File: src/ild_pkg.sv
// ----------------------------------------------------------------------------
// ild_pkg
// Shared types and constants of the interval list difference block.
// ----------------------------------------------------------------------------
package ild_pkg;

  localparam int TICK_W      = 48;
  localparam int MAX_RESULTS = 32;
  localparam int RES_W       = 6;

  typedef logic signed [TICK_W-1:0] tick_t;

  typedef enum logic [1:0] {
    OP_APPEND_A = 2'd0,
    OP_APPEND_B = 2'd1,
    OP_RUN      = 2'd2
  } op_t;

  // Function codes as they arrive on the input channel.
  localparam logic [1:0] FUNC_APPEND_A = 2'd0;
  localparam logic [1:0] FUNC_APPEND_B = 2'd1;
  localparam logic [1:0] FUNC_RUN      = 2'd2;

  typedef struct packed {
    op_t   op;
    tick_t rise_time;
    tick_t set_time;
  } cmd_t;

  typedef struct packed {
    tick_t rise_time;
    tick_t set_time;
  } interval_t;

endpackage

File: src/ild_cmd_queue.sv
// ----------------------------------------------------------------------------
// ild_cmd_queue
// Two-entry command queue between the front stage and the list engine.
// ----------------------------------------------------------------------------
module ild_cmd_queue (
  input  logic          clk,
  input  logic          rst,
  input  logic          push_valid,
  output logic          push_ready,
  input  ild_pkg::cmd_t push_cmd,
  output logic          pop_valid,
  input  logic          pop,
  output ild_pkg::cmd_t pop_cmd
);

  ild_pkg::cmd_t entries [2];
  logic          wr_ptr;
  logic          rd_ptr;
  logic [1:0]    fill;
  logic          do_push;
  logic          do_pop;

  assign push_ready = (fill != 2'd2);
  assign pop_valid  = (fill != 2'd0);
  assign pop_cmd    = entries[rd_ptr];
  assign do_push    = push_valid && push_ready;
  assign do_pop     = pop && pop_valid;

  always_ff @(posedge clk) begin
    if (rst) begin
      wr_ptr <= 1'b0;
      rd_ptr <= 1'b0;
      fill   <= 2'd0;
    end else begin
      if (do_push) begin
        wr_ptr <= !wr_ptr;
      end
      if (do_pop) begin
        rd_ptr <= !rd_ptr;
      end
      if (do_push && !do_pop) begin
        fill <= fill + 2'd1;
      end else if (do_pop && !do_push) begin
        fill <= fill - 2'd1;
      end
    end
    if (do_push) begin
      entries[wr_ptr] <= push_cmd;
    end
  end

endmodule

File: config.mk
export PLATFORM = sky130hd
export DESIGN_NAME = ild_cmd_queue
export DESIGN_NICKNAME = d
export VERILOG_FILES = /design/src/ild_pkg.sv /design/src/ild_cmd_queue.sv
export SDC_FILE = /design/constraint.sdc
export NUM_CORES = 1
export LEC_CHECK = 0
export ABC_AREA = 0
export BUFFER_PORTS_ARGS = -buffer_cell sky130_fd_sc_hd__buf_2
export CAP_MARGIN = 15
export CORE_ASPECT_RATIO = 1.5
export CORE_MARGIN = 5
export CORE_UTILIZATION = 47
export CTS_CLUSTER_DIAMETER = 50
export DETAILED_ROUTE_END_ITERATION = 7
export PLACE_DENSITY_LB_ADDON = 0.2
export SLEW_MARGIN = 15
export SYNTH_ARGS = -nofsm -noshare
export SYNTH_HDL_FRONTEND = slang
export SYNTH_SLANG_ARGS = --single-unit
File: constraint.sdc
create_clock -name clk -period 3.3 [get_ports clk]
set_input_delay 0.165 -clock clk [delete_from_list [all_inputs] [get_ports clk]]
set_output_delay 0.165 -clock clk [all_outputs]
set_load 0.01 [all_outputs]
Word level (Yosys, flattened, before mapping)
Memories as Yosys holds them, arrays and structs flattened. A register that Yosys moved wholly into a read port is not among the register bits.
Index checks and enable logic that the tools add are counted.
- register bits: 4
- memory bits (writable): 196
- output and inout port bits: 100
- memories: 1
- add/subtract/negate cells: 2
- eq/ne operators: 1
- muxes and demuxes: 6
- reductions and logical operators: 10
- memory list (name ; depth ; width ; read ports ; clocked after memory_dff ; wr ports ; RTL line ; RTL):
    entries ; 2 ; 98 ; 1 ; 1 ; 1 ; ild_cmd_queue.sv:16 ; ild_pkg::cmd_t entries [2];
- operator list (operator ; count):
    logical AND 1 bit ; 4
    logical NOT 1 bit ; 4
    two-way mux 1 bit ; 4
    two-way mux 2 bit ; 2
    nonzero test 2 bit ; 2
    adder 2 x 1 -> 2 bit (second input constant) ; 1
    != test 2 bit (second input constant) ; 1
    subtractor 2 x 1 -> 2 bit (second input constant) ; 1

Depth between registers and ports, before layout
- depth after elaboration: 6
- mapped depth: 6

Least setup slack after synthesis
No wires, ideal clock.
- path kind: reg-to-reg
- start: register fill[0]
- end: memory entries[1][0] in the netlist's numbering, enable pin
- setup time: 0.468 ns
- data arrival time: 2.960 ns
- setup slack: -0.128 ns
- cell stages (with the launch flop): 3
- path buffers: 0
- clock period less this slack: 3.428 ns
- cell sequence: dfxtp_1 -> nand2b_1 -> and3_1
- longest elaborated chain between the ends: 4
- RTL lines (element ; RTL line ; RTL):
    start: declaration ; ild_cmd_queue.sv:19 ; logic [1:0] fill;
    start signal: assignment ; ild_cmd_queue.sv:42 ; fill <= fill + 2'd1;
    start signal: assignment ; ild_cmd_queue.sv:44 ; fill <= fill - 2'd1;
    != test 2 bit ; ild_cmd_queue.sv:23 ; assign push_ready = (fill != 2'd2);
    named net push_ready ; ild_cmd_queue.sv:9 ; output logic push_ready,
    logical AND 1 bit ; ild_cmd_queue.sv:26 ; assign do_push = push_valid && push_ready;
    two-way mux 1 bit ; ild_cmd_queue.sv:47 ; if (do_push) begin
    two-way mux 1 bit (implied by the code) ; ild_cmd_queue.sv:48 ; entries[wr_ptr] <= push_cmd;
    end: declaration ; ild_cmd_queue.sv:16 ;
The timed path passes the listed nets, and every way through them passes these cells.

==> results by group <==
Power and ir drop
  • Design Power: 7.047 mW
  • P per Cell Area: 693.0 mW/mm^2
  • Leakage power total: 3.866 nW
  • VDD IR max: 0.0004993 V

Yosys
  • Sequential area share after synthesis: 0.8125
  • Number of synthesized register bits: 201
  • Post-synthesis cell count: 329
  • Yosys Warn Count: 0
  • Distinct cells, synth: 19
  • Synthesized Nets: 432
  • Mapped cell area: 0.007367 sq mm
  • Syn Area/Cell: 22.39 sq um

STA
  • Max-slew violation count: 0
  • Period utilisation layout: 0.7306
  • Final setup violation count: 0
  • Slew HR: 0.5313
  • Skew final: 0.006738 ns
  • Max Fclk: 414.7 MHz
  • Setup TNS: 0 ns
  • Final worst path period need: 2.411 ns
  • Final Hold Vio Count: 0
  • RSZ-0062 raised after global routing: false
  • Worst-Margin Slew: 0.7030 ns

Floorplanning
  • Die area: 0.01833 sq mm
  • Initial Util: 0.4736
  • Core area: 0.01555 sq mm
  • # rows: 56
  • Ports: 202
  • Die Y-Extent: 163.3 microns
  • Die W: 112.2 microns

Status
  • Outcome: finished, final reports clean

Placement
  • DP Wirelength: 10020 microns
  • Gp weighted congestion: 0.7337
  • Port Buffers: 201

Global routing
  • Vias in the first global route: 4577
  • First-pass GRT wire length: 23280 microns
  • Global Route Usage Sum: 0.1604
  • Initial antenna violation count: 0
  • GRT overflow: 0
  • Largest net degree at the start of global routing: 53

Cells and area
  • N_diodes: 0
  • P&R area growth vs syn: 38.03%
  • Finished Core Util: 0.6537
  • Final net count: 748
  • Most common cell after layout, fill and taps aside: buf_2
  • Share of cells above drive strength 1: 0.5069
  • Most frequent cells in the layout: 201 x buf_2, 196 x edfxtp_1, 99 x dlygate4sd3_1

Drt
  • Antenna viol nets, final: 0
  • Via count: 4111
  • Total wire length: 15170 microns
  • Starting DRC count in detailed routing: 135
  • Vias per cell: 4.791
  • WL per Instance: 17.68 microns
  • DRC viols: 0
  • Initial DRT Pass Iterations: 4

Clock network
  • Clk root buf: clkbuf_16
  • Clock Path Buffers: 3
  • H-tree Lvls: 1
  • Clock-pin transition on the worst setup and hold timing paths: 0.06 ns
  • CTS tree: done
  • CTS buffer count: 19
  • Clock sink count: 201
  • Worst skew pair latency: 0.47 ns
  • Resize count post-CTS: 0

Setup path
  • Flop-to-flop setup slack: 1.26 ns
  • Setup CP Type: reg -> out
  • CP Launch Type: register
  • Critical-path maximum fanout: 52
  • Worst Path Required: 3.13 ns
  • Crit path capture type: primary output
  • Critical path arrival: 2.25 ns

Flow run
  • Max-cap violations: 0

Hold path
  • Worst Hold Class: in -> reg
[cell type report]
type	count	area, sq um
Sequential cell	201	5989
Fill cell	1134	5386
Multi-Input combinational cell	116	1303
Clock buffer	24	494.2
Tap cell	203	254.0
Clock inverter	7	55.05
Inverter	1	6.256
Timing Repair Buffer	306	2067
[logic make-up (layout without fill, tap and decap cells)]
logic type / Yosys count / after routing / share of synthesized area
AND/OR/NAND/NOR: 9 / 9 / 0.006796
AO/OA/AOI/OAI: 5 / 5 / 0.004076
buffers and inverters: 12 / 338 / 0.01138
flip-flops: 201 / 201 / 0.8125
adder cells (fa/ha/maj): 1 / 1 / 0.001698
multiplexers: 98 / 98 / 0.1600
XOR/XNOR: 3 / 3 / 0.003567
[through the flow]
stage	setup slack [ns]	instance area [sq um]	std cells	hold WS (ns)
finish	0.8889	10170	858	0.02889
global route	0.7807	10170	858	0.03103
CTS	0.8515	10170	858	0.007863
detailed placement	1.220	8628	728	0.3567
global placement	1.353	8628	728	0.3523
floorplan	0.2188	7368	329	0.2341
[timing repair]
| action | CTS | global route |
|---|---|---|
| hold buffers | 99 | 0 |
| setup buffers | 0 | 0 |
| endpoints found under the hold margin | 201 | 0 |
[critical path: stages (launching register included)]
cell	delay (ns)
dfxtp_4	0.81
buf_12	0.37
mux2_2	0.39
buf_2	0.15
[metal layers]
metal	wire length (microns)	GRT usage
met1	5371	0.1747
met3	1005	0.04040
met4	387	0.05194
met5	0	0
met2	8406	0.3022
[synth_stat cells, drive strengths merged]
cell type / n / area share
a21oi: 2 / 0.0014
or3: 1 / 0.00085
and2: 1 / 0.00085
or2: 1 / 0.00085
edfxtp: 196 / 0.80
nor2: 3 / 0.0015
inv: 1 / 0.00051
buf: 11 / 0.011
mux2: 98 / 0.16
ha: 1 / 0.0017
a21bo: 1 / 0.0014
o21ai: 2 / 0.0014
dfxtp: 5 / 0.014
xor2: 3 / 0.0036
nand3b: 1 / 0.0010
and3: 1 / 0.00085
nand2b: 1 / 0.00085
[report_power, final]
group / total [mW] / internal, mW / switching [mW]
Clock: 1.96 / 1.13 / 0.833
Combinational: 1.73 / 0.885 / 0.848
Sequential: 3.35 / 3.19 / 0.162
[registers in the layout (all words and copies together), names as in the netlist, named ones only]
signal   cells
entries    196
fill         2
rd_ptr       1
wr_ptr       1
[final timing paths]
kind	cells after the start	from	end
min	3	push_valid	wr_ptr
min reg2reg	2	rd_ptr	register
max	3	register	pop_cmd[42]
max reg2reg	4	fill[0]	entries[0][8]
(Power assumes the default switching activity.)
