File: config.mk
export PLATFORM = sky130hd
export DESIGN_NAME = ild_front
export DESIGN_NICKNAME = d
export VERILOG_FILES = /design/src/ild_pkg.sv /design/src/ild_front.sv
export SDC_FILE = /design/constraint.sdc
export NUM_CORES = 1
export LEC_CHECK = 0
export ABC_CLOCK_PERIOD_IN_PS = 4540
export BUFFER_PORTS_ARGS = -buffer_cell sky130_fd_sc_hd__buf_4
export CAP_MARGIN = 0
export CORE_MARGIN = 1
export CORE_UTILIZATION = 35
export DETAILED_ROUTE_END_ITERATION = 8
export MAX_ROUTING_LAYER = met4
export PLACE_DENSITY = 0.69
export SLEW_MARGIN = 30
export SYNTH_ARGS = -nofsm -noshare
export SYNTH_HDL_FRONTEND = slang
export SYNTH_SLANG_ARGS = --single-unit
File: constraint.sdc
create_clock -name clk -period 4.54 [get_ports clk]
set_input_delay 0.908 -clock clk [delete_from_list [all_inputs] [get_ports clk]]
set_output_delay 0.908 -clock clk [all_outputs]
set_load 0.05 [all_outputs]
File: src/ild_pkg.sv
// ----------------------------------------------------------------------------
// ild_pkg
// Shared types and constants of the interval list difference block.
// ----------------------------------------------------------------------------
package ild_pkg;

  localparam int TICK_W      = 48;
  localparam int MAX_RESULTS = 32;
  localparam int RES_W       = 6;

  typedef logic signed [TICK_W-1:0] tick_t;

  typedef enum logic [1:0] {
    OP_APPEND_A = 2'd0,
    OP_APPEND_B = 2'd1,
    OP_RUN      = 2'd2
  } op_t;

  // Function codes as they arrive on the input channel.
  localparam logic [1:0] FUNC_APPEND_A = 2'd0;
  localparam logic [1:0] FUNC_APPEND_B = 2'd1;
  localparam logic [1:0] FUNC_RUN      = 2'd2;

  typedef struct packed {
    op_t   op;
    tick_t rise_time;
    tick_t set_time;
  } cmd_t;

  typedef struct packed {
    tick_t rise_time;
    tick_t set_time;
  } interval_t;

endpackage

File: src/ild_front.sv
// ----------------------------------------------------------------------------
// ild_front
// Input stage: accepts transactions, decodes the function code into a
// command and hands it to the command queue. Unused codes are dropped here.
// ----------------------------------------------------------------------------
module ild_front (
  input  logic                clk,
  input  logic                rst,
  input  logic                in_valid,
  output logic                in_stall,
  input  logic [1:0]          func,
  input  ild_pkg::tick_t      rise_time,
  input  ild_pkg::tick_t      set_time,
  output logic                push_valid,
  input  logic                push_ready,
  output ild_pkg::cmd_t       push_cmd
);

  logic          cmd_valid;
  ild_pkg::cmd_t cmd;
  logic          dec_ok;
  ild_pkg::op_t  dec_op;

  always_comb begin
    dec_ok = 1'b1;
    dec_op = ild_pkg::OP_RUN;
    case (func)
      ild_pkg::FUNC_APPEND_A: dec_op = ild_pkg::OP_APPEND_A;
      ild_pkg::FUNC_APPEND_B: dec_op = ild_pkg::OP_APPEND_B;
      ild_pkg::FUNC_RUN:      dec_op = ild_pkg::OP_RUN;
      default:                dec_ok = 1'b0;
    endcase
  end

  assign in_stall   = cmd_valid && !push_ready;
  assign push_valid = cmd_valid;
  assign push_cmd   = cmd;

  always_ff @(posedge clk) begin
    if (rst) begin
      cmd_valid <= 1'b0;
    end else if (in_valid && !in_stall) begin
      cmd_valid <= dec_ok;
    end else if (push_ready) begin
      cmd_valid <= 1'b0;
    end
    if (in_valid && !in_stall) begin
      cmd.op        <= dec_op;
      cmd.rise_time <= rise_time;
      cmd.set_time  <= set_time;
    end
  end

endmodule

* Word level (Yosys, flattened, before mapping)
Index checks and enable logic that the tools add are counted.
** Operators by class
- Add/sub/neg operators :: 0
- Multipliers :: 0
- Div/mod/pow operators :: 0
- Order comparisons :: 0
- Eq/ne operators :: 2
- Shift-type cells :: 0
- Muxes and demuxes :: 4
- Bitwise operators :: 0
- Reductions and logical operators :: 7
** Operators by type and width (number)
- one-hot mux 2 bit (2 select lines) :: 1
- 2-to-1 mux 1 bit :: 3
- OR reduction 3 bit :: 1
- == test 2 x 1 -> 1 bit (second input constant) :: 1
- == test 2 bit (second input constant) :: 1
- logical AND 1 bit :: 2
- logical NOT 1 bit :: 2
- logical NOT 2 bit :: 1
- nonzero test 2 bit :: 1
** Word-level totals
- Register bits :: 99
- Bits in latches :: 0
- Memory bits (writable) :: 0
- Bits in read-only memories :: 0
- Bits of input ports :: 102
- Logic and storage cells :: 17
- Memories :: 0

* Logic depth before layout (Yosys ltp)
Gate-level depths: netlist of the first run.
- Depth after elaboration :: 5
- Depth in mapped cells :: 2

* Worst setup path before layout of the first run
Ideal clock, no wire load.
- Kind :: in2reg
- From :: input port push_ready
- To :: register cmd (netlist bit push_cmd[0]), enable pin
- Library setup time :: 0.414 ns
- Arrival time :: 2.286 ns
- Path slack :: 1.840 ns
- Stages :: 2
- Path buffers :: 0
- Cells stage by stage :: nand2b_4 -> and2_2
** Between the ends
- Cells in the longest elaborated chain, start to end :: 4
** RTL lines
- start: declaration :: line ild_front.sv:15 : input logic push_ready,
- logical NOT 1 bit :: line ild_front.sv:35 : assign in_stall = cmd_valid && !push_ready;
- logical AND 1 bit :: line ild_front.sv:35
- logical NOT 1 bit :: line ild_front.sv:47 : if (in_valid && !in_stall) begin
- logical AND 1 bit :: line ild_front.sv:47
- end: declaration :: line ild_front.sv:20 : ild_pkg::cmd_t cmd;
No other way between the ends.
A chain may end at the register's enable or synchronous reset.

* Final worst setup path of the first run
- From :: input port push_ready
- To :: output port in_stall
** Between the ends
- Cells in the longest elaborated chain, start to end :: 2
** RTL lines
- logical NOT 1 bit :: line ild_front.sv:35
- logical AND 1 bit :: line ild_front.sv:35
- end: declaration :: line ild_front.sv:10 : output logic in_stall,
No other way between the ends.

==> run_results.csv, run 1 <==
group,metric,value,unit
setup_path,startpoint_type,"input port",
die,die_area,9000,um2
synthesis,ys_warn_count,0,
detailed_routing,firstDrtPassIters,5,
layout,layout_commonest_cell,"buf_4",
placement,dpl_cell_area,4670,um2
global_routing,grt_max_degree,45,
power,power.total,1.99,mW
global_routing,grt.overflow.total,0,
sta,slew_violations,0,
die,die_h,94.9,um
synthesis,synth_fp_nets,208,
detailed_routing,routed_wl,7060,um
die,die_x,94.9,um
layout,syn_to_final_growth,61.1,%
detailed_routing,vias_per_cell,4.26,
placement,hpwl,5480,um
clock_tree,clk_pin_slew_worst_paths,0.09,ns
layout,n_antenna_cell,0,
placement,dp_cells,413,
detailed_routing,wl_per_cell,16.5,um
global_routing,grt_first_pass_wirelength,9670,um
layout,layout_common_cells,"buf_4, edfxtp_1, clkbuf_8",
placement,portBuffers,201,
synthesis,synthesis.area,3020,um2
min_path,hold_end,"push_valid",
sta,period_minus_slack,2.30,ns
sta,rsz0062_at_grt,"no",
detailed_routing,drtIter0Drc,71,
global_routing,grt_pass1_vias,1964,
setup_path,path_class,"input port to output pin",
power,p_leak,2.07,nW
job,max_cap_violations,0,
layout,stdcell_count,429,
clock_tree,htree_levels,3,
setup_path,r2r_start,"push_valid",
clock_tree,clockRootBuffer,"clkbuf_8",
layout,final_layout_size_suffix_gt1_share,67.9,%
clock_tree,cts_hold_buf,0,
min_path,min_path_type,"flip-flop to flip-flop",
clock_tree,postCtsSetupRepairBufs,0,
sta,hold_viol,0,
clock_tree,clk_latency,0.34,ns
synthesis,syn-instance-count,106,
die,pin_count,202,
sta,clock_skew,0.0139,ns
layout,nets,421,
setup_path,rr_worst_depth,3,
power,peakVddDrop,0.230,mV
sta,fmax,0.434,GHz
detailed_routing,via_count,1828,
placement,gp_congestion,0.725,
sta,tightest_slew,0.561,ns
detailed_routing,ant_nets,0,
setup_path,end_kind,"output pin",
clock_tree,numCtsBuffers,9,
clock_tree,cts_buffer_depth,2,
die,initial_utilization,36.4,%
setup_path,r2r_slack,2.84,ns
synthesis,synth-seq-cells,99,
sta,finalCritPeriodShare,50.7,%
synthesis,syn_area_per_cell,28.5,um2
setup_path,crit_start,"push_ready",
setup_path,r2r_end,"push_cmd[93]",
clock_tree,cts_tree,"done",
min_path,worstHoldStart,"push_valid",
detailed_routing,drcViolationCount,0,
layout,final_cell_area,4860,um2
clock_tree,cts_resized,0,
setup_path,cp.arrival,1.39,ns
sta,slew_headroom,62.6,%
power,powerDensity,410,nW/um2
setup_path,critPathRequiredTime,3.63,ns
synthesis,synth_cell_types,9,
die,num_rows,33,
sta,finalSetupViolCount,0,
die,core_area,8300,um2
synthesis,synth_seq_area_share,98.2,%
global_routing,antenna_found_initial,0,
status,status,"finished clean",
global_routing,grtUsageTotal,16.0,%
setup_path,worstPathMaxFanout,3,
sta,tns,0,ns
min_path,hold_depth,2,
layout,final_util,58.6,%
clock_tree,numClockSinks,99,
## critical path, cell delays in order
cell and delay [ns]:
buf_4 0.11, nand2b_4 0.14, inv_1 0.06, buf_4 0.19
## power by group
part / internal [mW] / switching [mW]
Clock: 0.259 / 0.287
Combinational: 0.121 / 0.241
Sequential: 1.07 / 0.0148
## metal layers
layer | GRT usage (%) | up-vias | share of wire (%)
met5 | - | - | 0
li1 | - | 846 | -
met4 | 6.94 | 0 | 1.5
met3 | 7.57 | 10 | 11
met2 | 27.0 | 109 | 55
met1 | 15.6 | 863 | 33
## cells by family after synthesis
kind of cell | share of synthesized area [%]
flip-flops | 98.2
AND/OR/NAND/NOR | 0.954
AO/OA/AOI/OAI | 0.622
buffers and inverters | 0.249
## layout make-up
type	instances	area, um2
repair buffers	203	1520
multi-input cells	5	48.8
inverters	1	3.75
clock inverters	5	60.1
flip-flops and latches	99	2960
fillers	661	3440
clock buffers	11	131
well taps	105	131
## worst max path at each step
stage | cells past startpoint | slack, ns | to
2_1_floorplan | 2 | 1.84 | push_cmd[0]
3_3_place_gp | 4 | 2.16 | push_cmd[22]
6_report | 4 | 2.24 | in_stall
4_1_cts | 4 | 2.23 | in_stall
3_5_place_dp | 4 | 2.12 | push_cmd[38]
5_1_grt | 4 | 2.22 | in_stall
## state kept, by name, summed over array words and instances, names as in the netlist
| signal | count |
|---|---|
| push_cmd | 98 |
| push_valid | 1 |
## Yosys cell counts
cell      count  area share, %
a21bo_1       1           0.33
a21oi_2       1           0.29
and2_2        1           0.25
and2b_1       1           0.25
clkbuf_1      1           0.12
dfxtp_1       1           0.66
edfxtp_1     98             98
inv_1         1           0.12
nand2b_4      1           0.46
## metrics by stage
step / setup slack (ns) / hold WS (ns)
6_report: 2.24 / 0.509
5_1_grt: 2.22 / 0.529
4_1_cts: 2.23 / 0.512
3_5_place_dp: 2.12 / 0.494
3_3_place_gp: 2.16 / 0.489
2_1_floorplan: 1.84 / 0.714
Power figures use the tool's default switching activity.
==> inputs of run 2 (changes only) <==
--- a/config.mk
+++ b/config.mk
@@ -5,7 +5,8 @@
 export SDC_FILE = /design/constraint.sdc
 export NUM_CORES = 1
 export LEC_CHECK = 0
-export ABC_CLOCK_PERIOD_IN_PS = 4540
+export ABC_AREA = 1
+export ABC_CLOCK_PERIOD_IN_PS = 2400
 export BUFFER_PORTS_ARGS = -buffer_cell sky130_fd_sc_hd__buf_4
 export CAP_MARGIN = 0
 export CORE_MARGIN = 1
==> constraint.sdc (replaced) <==
create_clock -name clk -period 2.4 [get_ports clk]
set_input_delay 0.48 -clock clk [delete_from_list [all_inputs] [get_ports clk]]
set_output_delay 0.48 -clock clk [all_outputs]
set_load 0.05 [all_outputs]
==> run_results.csv, run 2 <==
group,metric,value,unit
status,status,"finished clean",
layout,syn_to_final_growth,62.8,%
layout,nets,426,
sta,slew_headroom,72.5,%
die,initial_utilization,36.5,%
global_routing,grt_first_pass_wirelength,9330,um
synthesis,synth_area_leaders,"edfxtp_1, dfxtp_1, inv_1, a21oi_2, nand2_1",
detailed_routing,vias_per_cell,4.26,
die,die_h,94.8,um
setup_path,r2r_end,"push_cmd[63]",
setup_path,r2r_start,"push_valid",
clock_tree,htree_levels,3,
min_path,worstHoldStart,"rst",
synthesis,yosys.area.top_type,"edfxtp_1",
sta,clock_skew,0.0121,ns
global_routing,antenna_found_initial,0,
detailed_routing,met2_wirelength,3470,um
layout,final_layout_size_suffix_gt1_share,68.1,%
synthesis,synth_common_cells,"edfxtp_1, inv_1, nand2_1",
clock_tree,cts_resized,0,
layout,n_antenna_cell,0,
clock_tree,numClockSinks,99,
min_path,hold_end,"push_valid",
layout,largest_reg_flops,98,
power,seqPwrFrac,55.7,%
synthesis,ys_warn_count,0,
synthesis,async_reset_ff_share,0,%
setup_path,end_kind,"output pin",
setup_path,worstPathMaxFanout,2,
placement,gp_congestion,0.707,
setup_path,r2r_slack,0.89,ns
detailed_routing,wl_per_cell,15.7,um
global_routing,grt_max_degree,41,
min_path,min_path_type,"input port to flip-flop",
setup_path,cp.arrival,1.07,ns
detailed_routing,wl_met1,2450,um
placement,hpwl,5280,um
die,core_area,8260,um2
power,clkPwrFrac,25.3,%
sta,slew_violations,0,
global_routing,grt_pass1_vias,1907,
die,pin_count,202,
sta,hold_viol,0,
setup_path,startpoint_type,"flip-flop",
sta,fmax,0.647,GHz
clock_tree,clockRootBuffer,"clkbuf_8",
clock_tree,cts_buffer_depth,2,
detailed_routing,firstDrtPassIters,3,
detailed_routing,routed_wl,6810,um
sta,timing.hold.ws,0.277,ns
die,die_x,94.8,um
global_routing,grt.overflow.total,0,
placement,dp_slack,0.576,ns
setup_path,critPathRequiredTime,1.92,ns
power,switching_share,28.2,%
synthesis,synth_edf_count,98,
synthesis,syn_area_per_cell,27.4,um2
placement,portBuffers,201,
die,die_area,8990,um2
clock_tree,cts_hold_buf,0,
die,num_rows,33,
sta,rsz0062_at_grt,"no",
power,power.internal,2.64,mW
synthesis,synth_seq_area_share,98.3,%
sta,finalSetupViolCount,0,
sta,period_minus_slack,1.55,ns
sta,finalWorstSetupSlack,0.853,ns
synthesis,synth-seq-cells,99,
synthesis,synthesis.area,3010,um2
synthesis,synth_ff_type,"edfxtp_1",
clock_tree,postCtsSetupRepairBufs,0,
clock_tree,clk_latency,0.35,ns
setup_path,path_class,"flip-flop to output pin",
job,max_cap_violations,0,
clock_tree,numCtsBuffers,9,
clock_tree,cts_tree,"done",
synthesis,synth_top_area_share,97.6,%
detailed_routing,dr_wl_met3,791,um
min_path,hold_depth,2,
layout,final_util,59.4,%
power,peakVddDrop,0.399,mV
detailed_routing,drcViolationCount,0,
setup_path,crit_start,"push_valid",
synthesis,syn-instance-count,110,
synthesis,synth_cell_types,9,
power,p_leak,2.07,nW
detailed_routing,drtIter0Drc,70,
global_routing,grtUsageTotal,15.1,%
setup_path,rr_worst_depth,4,
synthesis,synth_most_common_cell,"edfxtp_1",
synthesis,synth_fp_nets,212,
power,powerDensity,749,nW/um2
sta,finalCritPeriodShare,64.4,%
layout,layout_common_cells,"buf_4, edfxtp_1, clkbuf_8",
detailed_routing,via_count,1848,
layout,nFillCells,655,
detailed_routing,routed.top_layer,"met4",
power,p_comb_share,19.0,%
clock_tree,clk_pin_slew_worst_paths,0.08,ns
layout,layout_commonest_cell,"buf_4",
detailed_routing,ant_nets,0,
power,switchingPower,1.04,mW
sta,tightest_slew,0.411,ns
==> run 2: critical path, cell delays in order, from the launching register on <==
cell and delay [ns]:
dfxtp_2 0.39, nand2_8 0.06, clkinvlp_4 0.08, buf_4 0.19
==> run 2: final cells by class <==
class                           instances  area (um2)  share of cell area, %
Timing Repair Buffer                  204        1560                   31.7
Clock inverter                          5        38.8                  0.790
Clock buffer                           11         131                   2.68
Inverter                                4        35.0                  0.714
Sequential cell                        99        2960                   60.4
Multi-Input combinational cell          6        51.3                   1.05
Tap cell                              105         131                   2.68
==> run 2: how the worst max path moves through the flow <==
stage                               to  slack (ns)  depth (start not counted)
after detailed placement  push_cmd[14]        0.58                          6
final                         in_stall        0.85                          3
after floorplan            push_cmd[0]       -0.39                          4
after global placement    push_cmd[14]        0.59                          6
after global routing      push_cmd[63]        0.80                          4
after CTS                     in_stall        0.83                          3
==> run 2: cell families (layout without fill, tap and decap cells) <==
group / Yosys count / count (layout) / synth area share, %
buf+inv: 5 / 224 / 0.622
simple gates: 5 / 5 / 0.789
compound gates: 1 / 1 / 0.291
flops: 99 / 99 / 98.3
==> run 2: power by group through the flow <==
stage	clock, mW	combinational (mW)	sequential [mW]
detailed placement	0	0.703	2.09
floorplan	0	0.0427	2.45
global placement	0	0.697	2.09
finish	0.931	0.697	2.05
global route	1.03	0.723	2.06
CTS	0.962	0.703	2.05
==> run 2: layer usage <==
| metal | vias up | GRT usage (%) |
|---|---|---|
| met1 | 862 | 16.1 |
| met5 | - | - |
| met4 | 0 | 7.07 |
| met3 | 10 | 7.17 |
| li1 | 859 | - |
| met2 | 117 | 23.5 |
==> run 2: stage by stage <==
step	power, mW	std cells	TNS [ns]	area (um2)
2_1_floorplan	2.49	110	-37.83	3050
3_3_place_gp	2.78	418	0	4740
3_5_place_dp	2.79	418	0	4740
4_1_cts	3.72	434	0	4910
5_1_grt	3.81	434	0	4910
6_report	3.68	434	0	4910
==> inputs of run 3 (changes only) <==
--- a/config.mk
+++ b/config.mk
@@ -6,14 +6,14 @@
 export NUM_CORES = 1
 export LEC_CHECK = 0
 export ABC_AREA = 1
-export ABC_CLOCK_PERIOD_IN_PS = 2400
+export ABC_CLOCK_PERIOD_IN_PS = 1200
 export BUFFER_PORTS_ARGS = -buffer_cell sky130_fd_sc_hd__buf_4
 export CAP_MARGIN = 0
 export CORE_MARGIN = 1
 export CORE_UTILIZATION = 35
 export DETAILED_ROUTE_END_ITERATION = 8
 export MAX_ROUTING_LAYER = met4
-export PLACE_DENSITY = 0.69
+export PLACE_DENSITY = 0.72
 export SLEW_MARGIN = 30
 export SYNTH_ARGS = -nofsm -noshare
 export SYNTH_HDL_FRONTEND = slang
==> constraint.sdc (replaced) <==
create_clock -name clk -period 1.2 [get_ports clk]
set_input_delay 0.24 -clock clk [delete_from_list [all_inputs] [get_ports clk]]
set_output_delay 0.24 -clock clk [all_outputs]
set_load 0.05 [all_outputs]
==> run_results.csv, run 3 (synthesis results as in run 2) <==
group,metric,value,unit
layout,layout_commonest_cell,"buf_4",
min_path,hold_end,"push_valid",
detailed_routing,routed_wl,7490,um
job,max_cap_violations,0,
sta,tightest_slew,0.174,ns
clock_tree,cts_tree,"done",
setup_path,r2r_end,"push_cmd[50]",
die,die_area,8990,um2
min_path,worstHoldStart,"rst",
detailed_routing,drcViolationCount,0,
setup_path,critPathRequiredTime,1.27,ns
setup_path,cp_top_family,"buffers and inverters",
setup_path,critPathMaxStageDelay,0.36,ns
global_routing,grt_pass1_vias,2051,
clock_tree,htree_levels,3,
layout,syn_to_final_growth,82.0,%
sta,finalWorstSetupSlack,-0.212,ns
layout,n_antenna_cell,0,
sta,period_minus_slack,1.41,ns
clock_tree,cts_buffer_depth,2,
global_routing,antenna_found_initial,0,
sta,finalSetupViolCount,99,
die,die_h,94.8,um
sta,fmax,0.708,GHz
detailed_routing,drtIter0Drc,40,
clock_tree,clockRootBuffer,"clkbuf_8",
placement,gp_congestion,0.705,
sta,slew_violations,0,
sta,rsz0062_at_grt,"yes",
placement,hpwl,4970,um
die,die_x,94.8,um
power,power.total,8.14,mW
sta,slew_headroom,88.4,%
detailed_routing,wl_per_cell,16.6,um
setup_path,critPathBufInv,4,
clock_tree,numClockSinks,99,
min_path,min_path_type,"input port to flip-flop",
setup_path,worstPathMaxFanout,7,
setup_path,path_class,"flip-flop to flip-flop",
status,status,"finished, violations left",
die,pin_count,202,
sta,timing.hold.ws,0.0331,ns
sta,hold_viol,0,
detailed_routing,via_count,1965,
global_routing,grt_max_degree,21,
die,initial_utilization,36.5,%
setup_path,r2r_start,"push_valid",
setup_path,cp.arrival,1.49,ns
layout,largest_reg_flops,98,
die,core_area,8260,um2
clock_tree,clk_latency,0.34,ns
power,peakVddDrop,0.779,mV
clock_tree,numCtsBuffers,9,
min_path,hold_depth,2,
global_routing,grt_first_pass_wirelength,10100,um
global_routing,grtUsageTotal,16.8,%
placement,portBuffers,201,
clock_tree,cts_hold_buf,0,
setup_path,r2r_slack,-0.21,ns
detailed_routing,firstDrtPassIters,2,
power,powerDensity,1480,nW/um2
setup_path,critical_path.most_common_cell,"buf_6",
sta,clock_skew,0.00753,ns
setup_path,crit_chain,"nand2_4 > clkinvlp_4 > nor2_4 > buf_6 > buf_6 > clkbuf_16",
die,num_rows,33,
detailed_routing,ant_nets,0,
global_routing,grt.overflow.total,0,
setup_path,startpoint_type,"flip-flop",
sta,finalCritPeriodShare,118,%
detailed_routing,vias_per_cell,4.37,
setup_path,critPathSlowestCell,"dfxtp_4",
status,violations,"setup timing",
setup_path,end_kind,"flip-flop",
layout,final_util,66.4,%
power,p_leak,2.33,nW
layout,layout_common_cells,"buf_4, edfxtp_1, buf_6",
layout,nets,443,
clock_tree,clk_pin_slew_worst_paths,0.09,ns
setup_path,rr_worst_depth,6,
layout,final_layout_size_suffix_gt1_share,69.3,%
## run 3: changes by cell type in the layout (fill, tap and decap cells not counted), moves of 2 or more
cell,before,now
clkinv_4,2,0
bufinv_16,0,3
buf_12,2,5
buf_16,0,4
buf_6,0,56
buf_4,202,150
clkinv_1,0,2
buf_8,0,2
clkbuf_16,0,4
clkbuf_1,2,0
## run 3: metrics by stage
step | cell area [um2] | std cells | setup TNS, ns | worst slack [ns]
floorplan | 3030 | 110 | -148.69 | -1.52
global placement | 4720 | 418 | -13.26 | -0.175
detailed placement | 4720 | 418 | -14.86 | -0.190
CTS | 5220 | 447 | -13.74 | -0.205
global route | 5490 | 450 | -19.80 | -0.250
finish | 5490 | 450 | -15.42 | -0.212
## run 3: cell type report
| class | instances | area [um2] |
|---|---|---|
| Sequential cell | 99 | 2970 |
| Multi-Input combinational cell | 6 | 42.5 |
| Clock inverter | 6 | 105 |
| Fill cell | 594 | 2770 |
| Timing Repair Buffer | 221 | 2100 |
| Clock buffer | 9 | 124 |
| Tap cell | 105 | 131 |
| Inverter | 4 | 18.8 |
## run 3: repair_timing
item                       4_1_cts  5_1_grt
gates resized for setup         15       61
cloned                           6        5
pin swaps                        1        1
setup buffers                    8        3
setup endpoints to repair      101      152
## run 3: worst max path at each step
stage,from,to,depth (start not counted)
3_3_place_gp,push_ready,push_cmd[89],6
3_5_place_dp,push_ready,push_cmd[32],6
6_report,push_valid,push_cmd[50],6
4_1_cts,push_valid,in_stall,4
2_1_floorplan,push_valid,push_cmd[0],3
5_1_grt,push_valid,in_stall,4
## run 3: worst reg2reg max path: stages, from the launching register on
cell and delay [ns]:
dfxtp_4 0.36, nand2_4 0.07, clkinvlp_4 0.11, nor2_4 0.20, buf_6 0.14, buf_6 0.12, clkbuf_16 0.15
## run 3: layer usage
layer / vias up / GRT usage (%) / share of wire, %
met4: 0 / 8.08 / 1.4
met1: 937 / 16.9 / 35
li1: 901 / - / -
met2: 118 / 29.0 / 54
met3: 9 / 5.88 / 9.0
met5: - / - / 0
## run 3: report_power, final
| part | switching, mW | total (mW) | internal (mW) |
|---|---|---|---|
| logic | 0.958 | 1.62 | 0.666 |
| clock network | 1.04 | 2.40 | 1.36 |
| registers | 0.0738 | 4.12 | 4.04 |
